### src/rtl/core/bgr_to_hsv_pixel_assert.svh
// Assertion macros shared by the pixel converter RTL.
`ifndef BGR_TO_HSV_PIXEL_ASSERT_SVH
`define BGR_TO_HSV_PIXEL_ASSERT_SVH

// The consequent must hold in the same cycle as the antecedent.
`define BHP_ASSERT_SAME(label, clk, rst_n, ante, cons, msg) \
    label: assert property (@(posedge clk) disable iff (!rst_n) (ante) |-> (cons)) \
        else $error(msg);

// The consequent must hold in the cycle after the antecedent.
`define BHP_ASSERT_NEXT(label, clk, rst_n, ante, cons, msg) \
    label: assert property (@(posedge clk) disable iff (!rst_n) (ante) |=> (cons)) \
        else $error(msg);

`endif

### src/rtl/core/bhp_pkg.sv
// Types, constants and divider step function for the pixel converter.
package bhp_pkg;

    localparam int unsigned PIX_W      = 8;
    localparam int unsigned STEPS_PER  = 2;
    localparam int unsigned DIV_STAGES = PIX_W / STEPS_PER;

    localparam logic [PIX_W-1:0] HUE_GREEN_BASE = 8'd60;
    localparam logic [PIX_W-1:0] HUE_BLUE_BASE  = 8'd120;
    localparam logic [PIX_W-1:0] HUE_WRAP       = 8'd180;
    localparam logic [4:0]       HUE_SECTOR_SPAN = 5'd30;

    typedef enum logic [1:0] {
        SEC_RED,
        SEC_GREEN,
        SEC_BLUE
    } t_sector;

    typedef struct packed {
        logic [PIX_W-1:0] rem;
        logic [PIX_W-1:0] den;
        logic [PIX_W-1:0] nq;
    } t_div_lane;

    typedef struct packed {
        t_div_lane        sat;
        t_div_lane        hue;
        t_sector          sector;
        logic             neg;
        logic             grey;
        logic [PIX_W-1:0] brightness;
    } t_pipe_data;

    typedef struct packed {
        logic [PIX_W-1:0] rem;
        logic             qbit;
    } t_div_step;

    function automatic t_div_step div_step(
        input logic [PIX_W-1:0] rem,
        input logic             nbit,
        input logic [PIX_W-1:0] den
    );
        t_div_step      ret;
        logic [PIX_W:0] trial;
        logic [PIX_W:0] diff;
        trial = {rem, nbit};
        diff  = trial - {1'b0, den};
        if (trial >= {1'b0, den}) begin
            ret.rem  = diff[PIX_W-1:0];
            ret.qbit = 1'b1;
        end else begin
            ret.rem  = trial[PIX_W-1:0];
            ret.qbit = 1'b0;
        end
        return ret;
    endfunction

    function automatic t_div_lane div_lane_steps(input t_div_lane lane);
        t_div_lane ret;
        t_div_step st;
        ret = lane;
        for (int k = 0; k < STEPS_PER; k++) begin
            st      = div_step(ret.rem, ret.nq[PIX_W-1], ret.den);
            ret.rem = st.rem;
            ret.nq  = {ret.nq[PIX_W-2:0], st.qbit};
        end
        return ret;
    endfunction

endpackage

### src/rtl/core/bhp_if.sv
// Stream interfaces for the input pixel and the HSV result.
interface bhp_in_if;
    logic       valid;
    logic       ready;
    logic [7:0] blue;
    logic [7:0] green;
    logic [7:0] red;

    modport source (output valid, output blue, output green, output red, input ready);
    modport sink (input valid, input blue, input green, input red, output ready);
endinterface

interface bhp_out_if;
    logic       valid;
    logic       ready;
    logic [7:0] hue;
    logic [7:0] saturation;
    logic [7:0] brightness;

    modport source (output valid, output hue, output saturation, output brightness,
                    input ready);
    modport sink (input valid, input hue, input saturation, input brightness,
                  output ready);
endinterface

### src/rtl/core/bhp_prep.sv
// First stage: extremes, chroma, hue sector and divider operands.
module bhp_prep import bhp_pkg::*; (
    input  logic             i_clk,
    input  logic             i_rst_n,
    input  logic             i_valid,
    output logic             o_ready,
    input  logic [PIX_W-1:0] i_blue,
    input  logic [PIX_W-1:0] i_green,
    input  logic [PIX_W-1:0] i_red,
    output logic             o_valid,
    input  logic             i_ready,
    output t_pipe_data       o_data
);
    logic             r_valid;
    t_pipe_data       r_data;
    t_pipe_data       n_data;
    logic [PIX_W-1:0] mx;
    logic [PIX_W-1:0] mn;
    logic [PIX_W-1:0] delta;
    logic [PIX_W:0]   diff;
    logic [PIX_W-1:0] mag;
    logic [15:0]      hue_num;
    logic [15:0]      sat_num;
    t_sector          sector;

    always_comb begin
        mx = i_red;
        if (i_green > mx) mx = i_green;
        if (i_blue > mx) mx = i_blue;
        mn = i_red;
        if (i_green < mn) mn = i_green;
        if (i_blue < mn) mn = i_blue;
        delta = mx - mn;

        priority if (mx == i_red) begin
            sector = SEC_RED;
            diff   = {1'b0, i_green} - {1'b0, i_blue};
        end else if (mx == i_green) begin
            sector = SEC_GREEN;
            diff   = {1'b0, i_blue} - {1'b0, i_red};
        end else begin
            sector = SEC_BLUE;
            diff   = {1'b0, i_red} - {1'b0, i_green};
        end

        mag     = diff[PIX_W] ? PIX_W'(-diff) : diff[PIX_W-1:0];
        hue_num = 16'(mag) * 16'(HUE_SECTOR_SPAN);
        sat_num = {delta, 8'd0} - 16'(delta);

        n_data.sat.rem    = sat_num[15:8];
        n_data.sat.nq     = sat_num[7:0];
        n_data.sat.den    = mx;
        n_data.hue.rem    = hue_num[15:8];
        n_data.hue.nq     = hue_num[7:0];
        n_data.hue.den    = delta;
        n_data.sector     = sector;
        n_data.neg        = diff[PIX_W];
        n_data.grey       = (delta == '0);
        n_data.brightness = mx;
    end

    assign o_ready = !r_valid || i_ready;

    always_ff @(posedge i_clk) begin
        if (!i_rst_n) begin
            r_valid <= 1'b0;
        end else if (o_ready) begin
            r_valid <= i_valid;
        end
    end

    always_ff @(posedge i_clk) begin
        if (o_ready && i_valid) begin
            r_data <= n_data;
        end
    end

    assign o_valid = r_valid;
    assign o_data  = r_data;
endmodule

### src/rtl/core/bhp_div_stage.sv
// One stage of the two restoring dividers, two quotient bits per transaction.
module bhp_div_stage import bhp_pkg::*; (
    input  logic       i_clk,
    input  logic       i_rst_n,
    input  logic       i_valid,
    output logic       o_ready,
    input  t_pipe_data i_data,
    output logic       o_valid,
    input  logic       i_ready,
    output t_pipe_data o_data
);
    logic       r_valid;
    t_pipe_data r_data;
    t_pipe_data n_data;

    always_comb begin
        n_data     = i_data;
        n_data.sat = div_lane_steps(i_data.sat);
        n_data.hue = div_lane_steps(i_data.hue);
    end

    assign o_ready = !r_valid || i_ready;

    always_ff @(posedge i_clk) begin
        if (!i_rst_n) begin
            r_valid <= 1'b0;
        end else if (o_ready) begin
            r_valid <= i_valid;
        end
    end

    always_ff @(posedge i_clk) begin
        if (o_ready && i_valid) begin
            r_data <= n_data;
        end
    end

    assign o_valid = r_valid;
    assign o_data  = r_data;
endmodule

### src/rtl/core/bhp_finish.sv
// Last stage: hue from sector and quotient, saturation clamp, output register.
module bhp_finish import bhp_pkg::*; (
    input  logic             i_clk,
    input  logic             i_rst_n,
    input  logic             i_valid,
    output logic             o_ready,
    input  t_pipe_data       i_data,
    output logic             o_valid,
    input  logic             i_ready,
    output logic [PIX_W-1:0] o_hue,
    output logic [PIX_W-1:0] o_saturation,
    output logic [PIX_W-1:0] o_brightness
);
    logic             r_valid;
    logic [PIX_W-1:0] r_hue;
    logic [PIX_W-1:0] r_sat;
    logic [PIX_W-1:0] r_bright;
    logic [PIX_W-1:0] n_hue;
    logic [PIX_W-1:0] n_sat;
    logic [PIX_W-1:0] base;
    logic [PIX_W-1:0] quo;
    logic             inexact;

    always_comb begin
        quo     = i_data.hue.nq;
        inexact = (i_data.hue.rem != '0);
        unique case (i_data.sector)
            SEC_RED:   base = i_data.neg ? HUE_WRAP : '0;
            SEC_GREEN: base = HUE_GREEN_BASE;
            SEC_BLUE:  base = HUE_BLUE_BASE;
            default:   base = '0;
        endcase

        // A negative offset is floored, so the quotient is rounded up.
        if (i_data.grey) begin
            n_hue = '0;
        end else if (i_data.neg) begin
            n_hue = base - quo - PIX_W'(inexact);
        end else begin
            n_hue = base + quo;
        end

        n_sat = (i_data.brightness == '0) ? '0 : i_data.sat.nq;
    end

    assign o_ready = !r_valid || i_ready;

    always_ff @(posedge i_clk) begin
        if (!i_rst_n) begin
            r_valid <= 1'b0;
        end else if (o_ready) begin
            r_valid <= i_valid;
        end
    end

    always_ff @(posedge i_clk) begin
        if (o_ready && i_valid) begin
            r_hue    <= n_hue;
            r_sat    <= n_sat;
            r_bright <= i_data.brightness;
        end
    end

    assign o_valid      = r_valid;
    assign o_hue        = r_hue;
    assign o_saturation = r_sat;
    assign o_brightness = r_bright;
endmodule

### src/rtl/core/bgr_to_hsv_pixel.sv
// Top level of the pipelined blue-green-red to hue-saturation-value converter.
//
//   Channel   Direction   Payload
//   i_pix     in          blue, green, red (8 bits each)
//   o_hsv     out         hue (0..179), saturation, brightness (8 bits each)
//
// One transaction enters per clock unless a stall on o_hsv has backed up to the input.
// The pipeline has one operand stage, four divider stages that each resolve two
// quotient bits of both dividers, and one output register stage.
// Reset clears every stage's valid bit; the data registers are not reset.
// A stall on o_hsv holds the filled stages and empty stages keep filling, so no
// transaction is dropped or repeated.
module bgr_to_hsv_pixel import bhp_pkg::*; (
    input  logic       i_clk,
    input  logic       i_rst_n,
    bhp_in_if.sink     i_pix,
    bhp_out_if.source  o_hsv
);
    `include "bgr_to_hsv_pixel_assert.svh"

    logic       stg_valid [DIV_STAGES+1];
    logic       stg_ready [DIV_STAGES+1];
    t_pipe_data stg_data  [DIV_STAGES+1];

    bhp_prep u_prep (
        .i_clk   (i_clk),
        .i_rst_n (i_rst_n),
        .i_valid (i_pix.valid),
        .o_ready (i_pix.ready),
        .i_blue  (i_pix.blue),
        .i_green (i_pix.green),
        .i_red   (i_pix.red),
        .o_valid (stg_valid[0]),
        .i_ready (stg_ready[0]),
        .o_data  (stg_data[0])
    );

    for (genvar s = 0; s < DIV_STAGES; s++) begin : g_div
        bhp_div_stage u_div (
            .i_clk   (i_clk),
            .i_rst_n (i_rst_n),
            .i_valid (stg_valid[s]),
            .o_ready (stg_ready[s]),
            .i_data  (stg_data[s]),
            .o_valid (stg_valid[s+1]),
            .i_ready (stg_ready[s+1]),
            .o_data  (stg_data[s+1])
        );
    end

    bhp_finish u_finish (
        .i_clk        (i_clk),
        .i_rst_n      (i_rst_n),
        .i_valid      (stg_valid[DIV_STAGES]),
        .o_ready      (stg_ready[DIV_STAGES]),
        .i_data       (stg_data[DIV_STAGES]),
        .o_valid      (o_hsv.valid),
        .i_ready      (o_hsv.ready),
        .o_hue        (o_hsv.hue),
        .o_saturation (o_hsv.saturation),
        .o_brightness (o_hsv.brightness)
    );

    `BHP_ASSERT_SAME(a_hue_range, i_clk, i_rst_n, o_hsv.valid, o_hsv.hue <= 8'd179,
        "Hue is outside its range.")
    `BHP_ASSERT_SAME(a_black_pixel, i_clk, i_rst_n,
        o_hsv.valid && (o_hsv.brightness == 8'd0),
        (o_hsv.saturation == 8'd0) && (o_hsv.hue == 8'd0),
        "A black pixel has nonzero hue or saturation.")
    `BHP_ASSERT_SAME(a_grey_hue, i_clk, i_rst_n,
        o_hsv.valid && (o_hsv.saturation == 8'd0), o_hsv.hue == 8'd0,
        "A pixel without saturation has nonzero hue.")
    `BHP_ASSERT_SAME(a_empty_ready, i_clk, i_rst_n, !o_hsv.valid, i_pix.ready,
        "The input is stalled while the output register is empty.")
    `BHP_ASSERT_NEXT(a_hold, i_clk, i_rst_n, o_hsv.valid && !o_hsv.ready,
        o_hsv.valid && $stable(o_hsv.hue) && $stable(o_hsv.saturation)
            && $stable(o_hsv.brightness),
        "A stalled result changed before it was taken.")
endmodule
### src/flat_wrapper.sv
// flat-port wrapper written by rule: the top's interface ports become plain ports
module bgr_to_hsv_pixel_flat import bhp_pkg::*;
  (i_clk, i_rst_n, i_pix_valid, i_pix_blue, i_pix_green, i_pix_red, i_pix_ready, o_hsv_valid, o_hsv_hue, o_hsv_saturation, o_hsv_brightness, o_hsv_ready);
  bhp_in_if i_pix_i ();
  bhp_out_if o_hsv_i ();
  input  logic i_clk;
  input  logic i_rst_n;
  input wire logic [$bits(i_pix_i.valid)-1:0] i_pix_valid;
  input wire logic [$bits(i_pix_i.blue)-1:0] i_pix_blue;
  input wire logic [$bits(i_pix_i.green)-1:0] i_pix_green;
  input wire logic [$bits(i_pix_i.red)-1:0] i_pix_red;
  output wire logic [$bits(i_pix_i.ready)-1:0] i_pix_ready;
  output wire logic [$bits(o_hsv_i.valid)-1:0] o_hsv_valid;
  output wire logic [$bits(o_hsv_i.hue)-1:0] o_hsv_hue;
  output wire logic [$bits(o_hsv_i.saturation)-1:0] o_hsv_saturation;
  output wire logic [$bits(o_hsv_i.brightness)-1:0] o_hsv_brightness;
  input wire logic [$bits(o_hsv_i.ready)-1:0] o_hsv_ready;
  assign i_pix_i.valid = i_pix_valid;
  assign i_pix_i.blue = i_pix_blue;
  assign i_pix_i.green = i_pix_green;
  assign i_pix_i.red = i_pix_red;
  assign i_pix_ready = i_pix_i.ready;
  assign o_hsv_valid = o_hsv_i.valid;
  assign o_hsv_hue = o_hsv_i.hue;
  assign o_hsv_saturation = o_hsv_i.saturation;
  assign o_hsv_brightness = o_hsv_i.brightness;
  assign o_hsv_i.ready = o_hsv_ready;
  bgr_to_hsv_pixel u_core (.i_clk(i_clk), .i_rst_n(i_rst_n), .i_pix(i_pix_i), .o_hsv(o_hsv_i));
endmodule
### config.mk
export PLATFORM = sky130hd
export DESIGN_NAME = bgr_to_hsv_pixel_flat
export DESIGN_NICKNAME = d
export VERILOG_FILES = /design/src/rtl/core/bhp_pkg.sv /design/src/rtl/core/bhp_if.sv /design/src/rtl/core/bhp_prep.sv /design/src/rtl/core/bhp_div_stage.sv /design/src/rtl/core/bhp_finish.sv /design/src/rtl/core/bgr_to_hsv_pixel.sv /design/src/flat_wrapper.sv
export VERILOG_INCLUDE_DIRS = /design/src /design/src/rtl/core
export SDC_FILE = /design/constraint.sdc
export NUM_CORES = 1
export LEC_CHECK = 0
export BUFFER_PORTS_ARGS = -buffer_cell sky130_fd_sc_hd__buf_2
export CAP_MARGIN = 20
export CORE_ASPECT_RATIO = 2
export CORE_UTILIZATION = 40
export DETAILED_ROUTE_END_ITERATION = 6
export PLACE_DENSITY_LB_ADDON = 0.25
export SLEW_MARGIN = 0
export SYNTH_ARGS = -nofsm -noshare
export SYNTH_HDL_FRONTEND = slang
export SYNTH_HIERARCHICAL = 1
export SYNTH_SLANG_ARGS = --single-unit
### constraint.sdc
create_clock -name i_clk -period 14.7 [get_ports i_clk]
set_clock_uncertainty 0.05 [all_clocks]
set_input_delay 2.94 -clock i_clk [delete_from_list [all_inputs] [get_ports i_clk]]
set_output_delay 2.94 -clock i_clk [all_outputs]
set_load 0.01 [all_outputs]
==> results.txt <==
part of the power in combinational logic: 64.2%
syn_area_per_cell: 11.0 um^2
Vias/cell: 5.42
TritonCTS buffer count: 26
CP max FO: 21
Clk network pwr share: 12.2%
Slew @ Worst Pin: 1.04 ns
Max clock buf depth: 3
LEAKAGE: 0.00897 uW
Sequential Power Share: 23.7%
Max Slew Vio Count: 0
worst ir drop on vdd: 0.208 mV
root buf cell: clkbuf_16
dpl ws: 3.78 ns
final worst path period share: 70.6%
FMAX: 0.0963 GHz
Worst Slack Setup Final: 4.32 ns
nets@finish: 2221
starting density of the core: 40.6%
Routed Antenna Nets: 0
io pins: 54
Worst setup EP type: flip-flop
Worst setup SP type: input pin
relative slew slack: 30.4%
CTS resizes: 0
Final HPWL DP: 39400 um
worst hold path class: reg2reg
Hold Violations, Final: 0
commonest cells after routing, fill and taps aside: edfxtp_1, inv_1, ha_1
# setup viols final: 0
TritonCTS clock tree: done
antenna fix cells: 0
area delta synth->final: 8.71%
sw power: 2410 uW
commonest non-fill, non-tap cell in the layout: edfxtp_1
critical path's largest stage delay: 0.70 ns
DR WL/cell: 18.2 um
Power Density: 258 nW/um^2
RSZ-0062 raised after global routing: false
Core Rows: 117
setup TNS: 0 ns
Power Internal: 3410 uW
Initial DRC Count: 503
YS warnings: 6
final worst path period need: 10.38 ns
vias: 14200
post-CTS setup buffers: 0
first-pass GRT wire length: 74800 um
Final GP Congestion: 0.974
Layout Utilization: 44.2%
core area: 51100 um^2
initial antenna violation count: 1
CTS Sinks: 293
die area: 52900 um^2
chip width: 163 um
WL final: 47800 um
post-synthesis instance area: 20800 um^2
Sw Ratio: 41.4%
register area: 8740 um^2
CTS Hold Buffers Added: 0
Max-cap violations: 0
H-tree depth: 1
largest net degree at the start of global routing: 61
number of remaining DRC errors: 0
Multi-input gate area: 11000 um^2
vias in the first global route: 15200
critical path arrival: 10.63 ns
Most common cell on crit path: a21oi_1
drt first pass iters: 7
Required @ worst endpoint: 14.95 ns
Die H: 324 um
outcome: complete, no violations
Syn Inst Count: 1895
Tot GR Track Use: 18.2%
share of cells above drive strength 1: 11.3%
Clock Latency Late Sink: 0.54 ns
fill count: 4772
clock-pin slew on the worst setup and hold paths: 0.07 ns
Slowest-stage cell, CP: nand4bb_1
WS Path Type: in2reg
grt ovf: 0
Buffers on Ports: 53
## stage by stage
| step | instances | hold WS, ns | total power (uW) | instance area, um^2 |
|---|---|---|---|---|
| 2_1_floorplan | 1898 | 0.350 | 4370 | 20800 |
| 3_3_place_gp | 2578 | 0.354 | 5020 | 21700 |
| 3_5_place_dp | 2578 | 0.355 | 5120 | 21700 |
| 4_1_cts | 2626 | 0.360 | 5860 | 22600 |
| 5_1_grt | 2627 | 0.373 | 6300 | 22600 |
| 6_report | 2627 | 0.363 | 5820 | 22600 |
## sequential cells by signal, summed over array words and instances (netlist names)
name / cells
u_core/u_prep/o_valid: 1
u_core/g_div.u_div/o_valid: 4
u_core/g_div.u_div/o_data: 216
u_core/u_finish/o_saturation: 8
u_core/u_prep/o_data: 47
u_core/u_finish/o_hue: 8
u_core/u_finish/o_brightness: 8
u_core/u_finish/o_valid: 1
## power by group through the flow
stage                     combinational [uW]  sequential, uW  clock, uW
after floorplan                         3010            1350          0
after global placement                  3630            1390          0
after detailed placement                3730            1390          0
after CTS                               3750            1380        731
after global routing                    4160            1390        754
final                                   3740            1380        709
## metal layers
layer | GRT usage [%] | part of all wire [%] | vias to the layer above
met3 | 1.24 | 2.0 | 142
met2 | 39.3 | 59 | 284
met4 | 13.4 | 7.9 | 0
met1 | 14.2 | 31 | 6769
met5 | 0 | 0 | -
li1 | - | - | 7031
## path summary, 6_finish.rpt
check | end | depth (start not counted) | slack [ns] | from
worst max-delay path | u_core/u_prep/o_data[32] | 32 | 4.32 | i_pix_green[2]
worst min-delay path | u_core/g_div[2].u_div/o_data[14] | 0 | 0.36 | u_core/g_div[1].u_div/o_data[12]
worst max register to register | u_core/g_div[1].u_div/o_data[57] | 14 | 9.71 | u_core/g_div[0].u_div/o_data[45]
worst min register to register | u_core/g_div[2].u_div/o_data[14] | 0 | 0.36 | u_core/g_div[1].u_div/o_data[12]
## layout make-up
cell class | instances | share of cell area, %
Tap cell | 654 | 3.63
Clock inverter | 17 | 0.893
Clock buffer | 31 | 3.06
Sequential cell | 293 | 38.7
Timing Repair Buffer | 60 | 1.41
Inverter | 222 | 3.71
Multi-Input combinational cell | 1350 | 48.6
## worst max-delay path, delay by kind of cell
family | cells | cell delay (ns)
compound gates | 13 | 3.03
xor+xnor | 3 | 0.40
fa+ha+maj | 6 | 2.14
buf+inv | 5 | 0.52
simple gates | 5 | 1.60
Note: power is estimated with default switching activity, not from simulation.
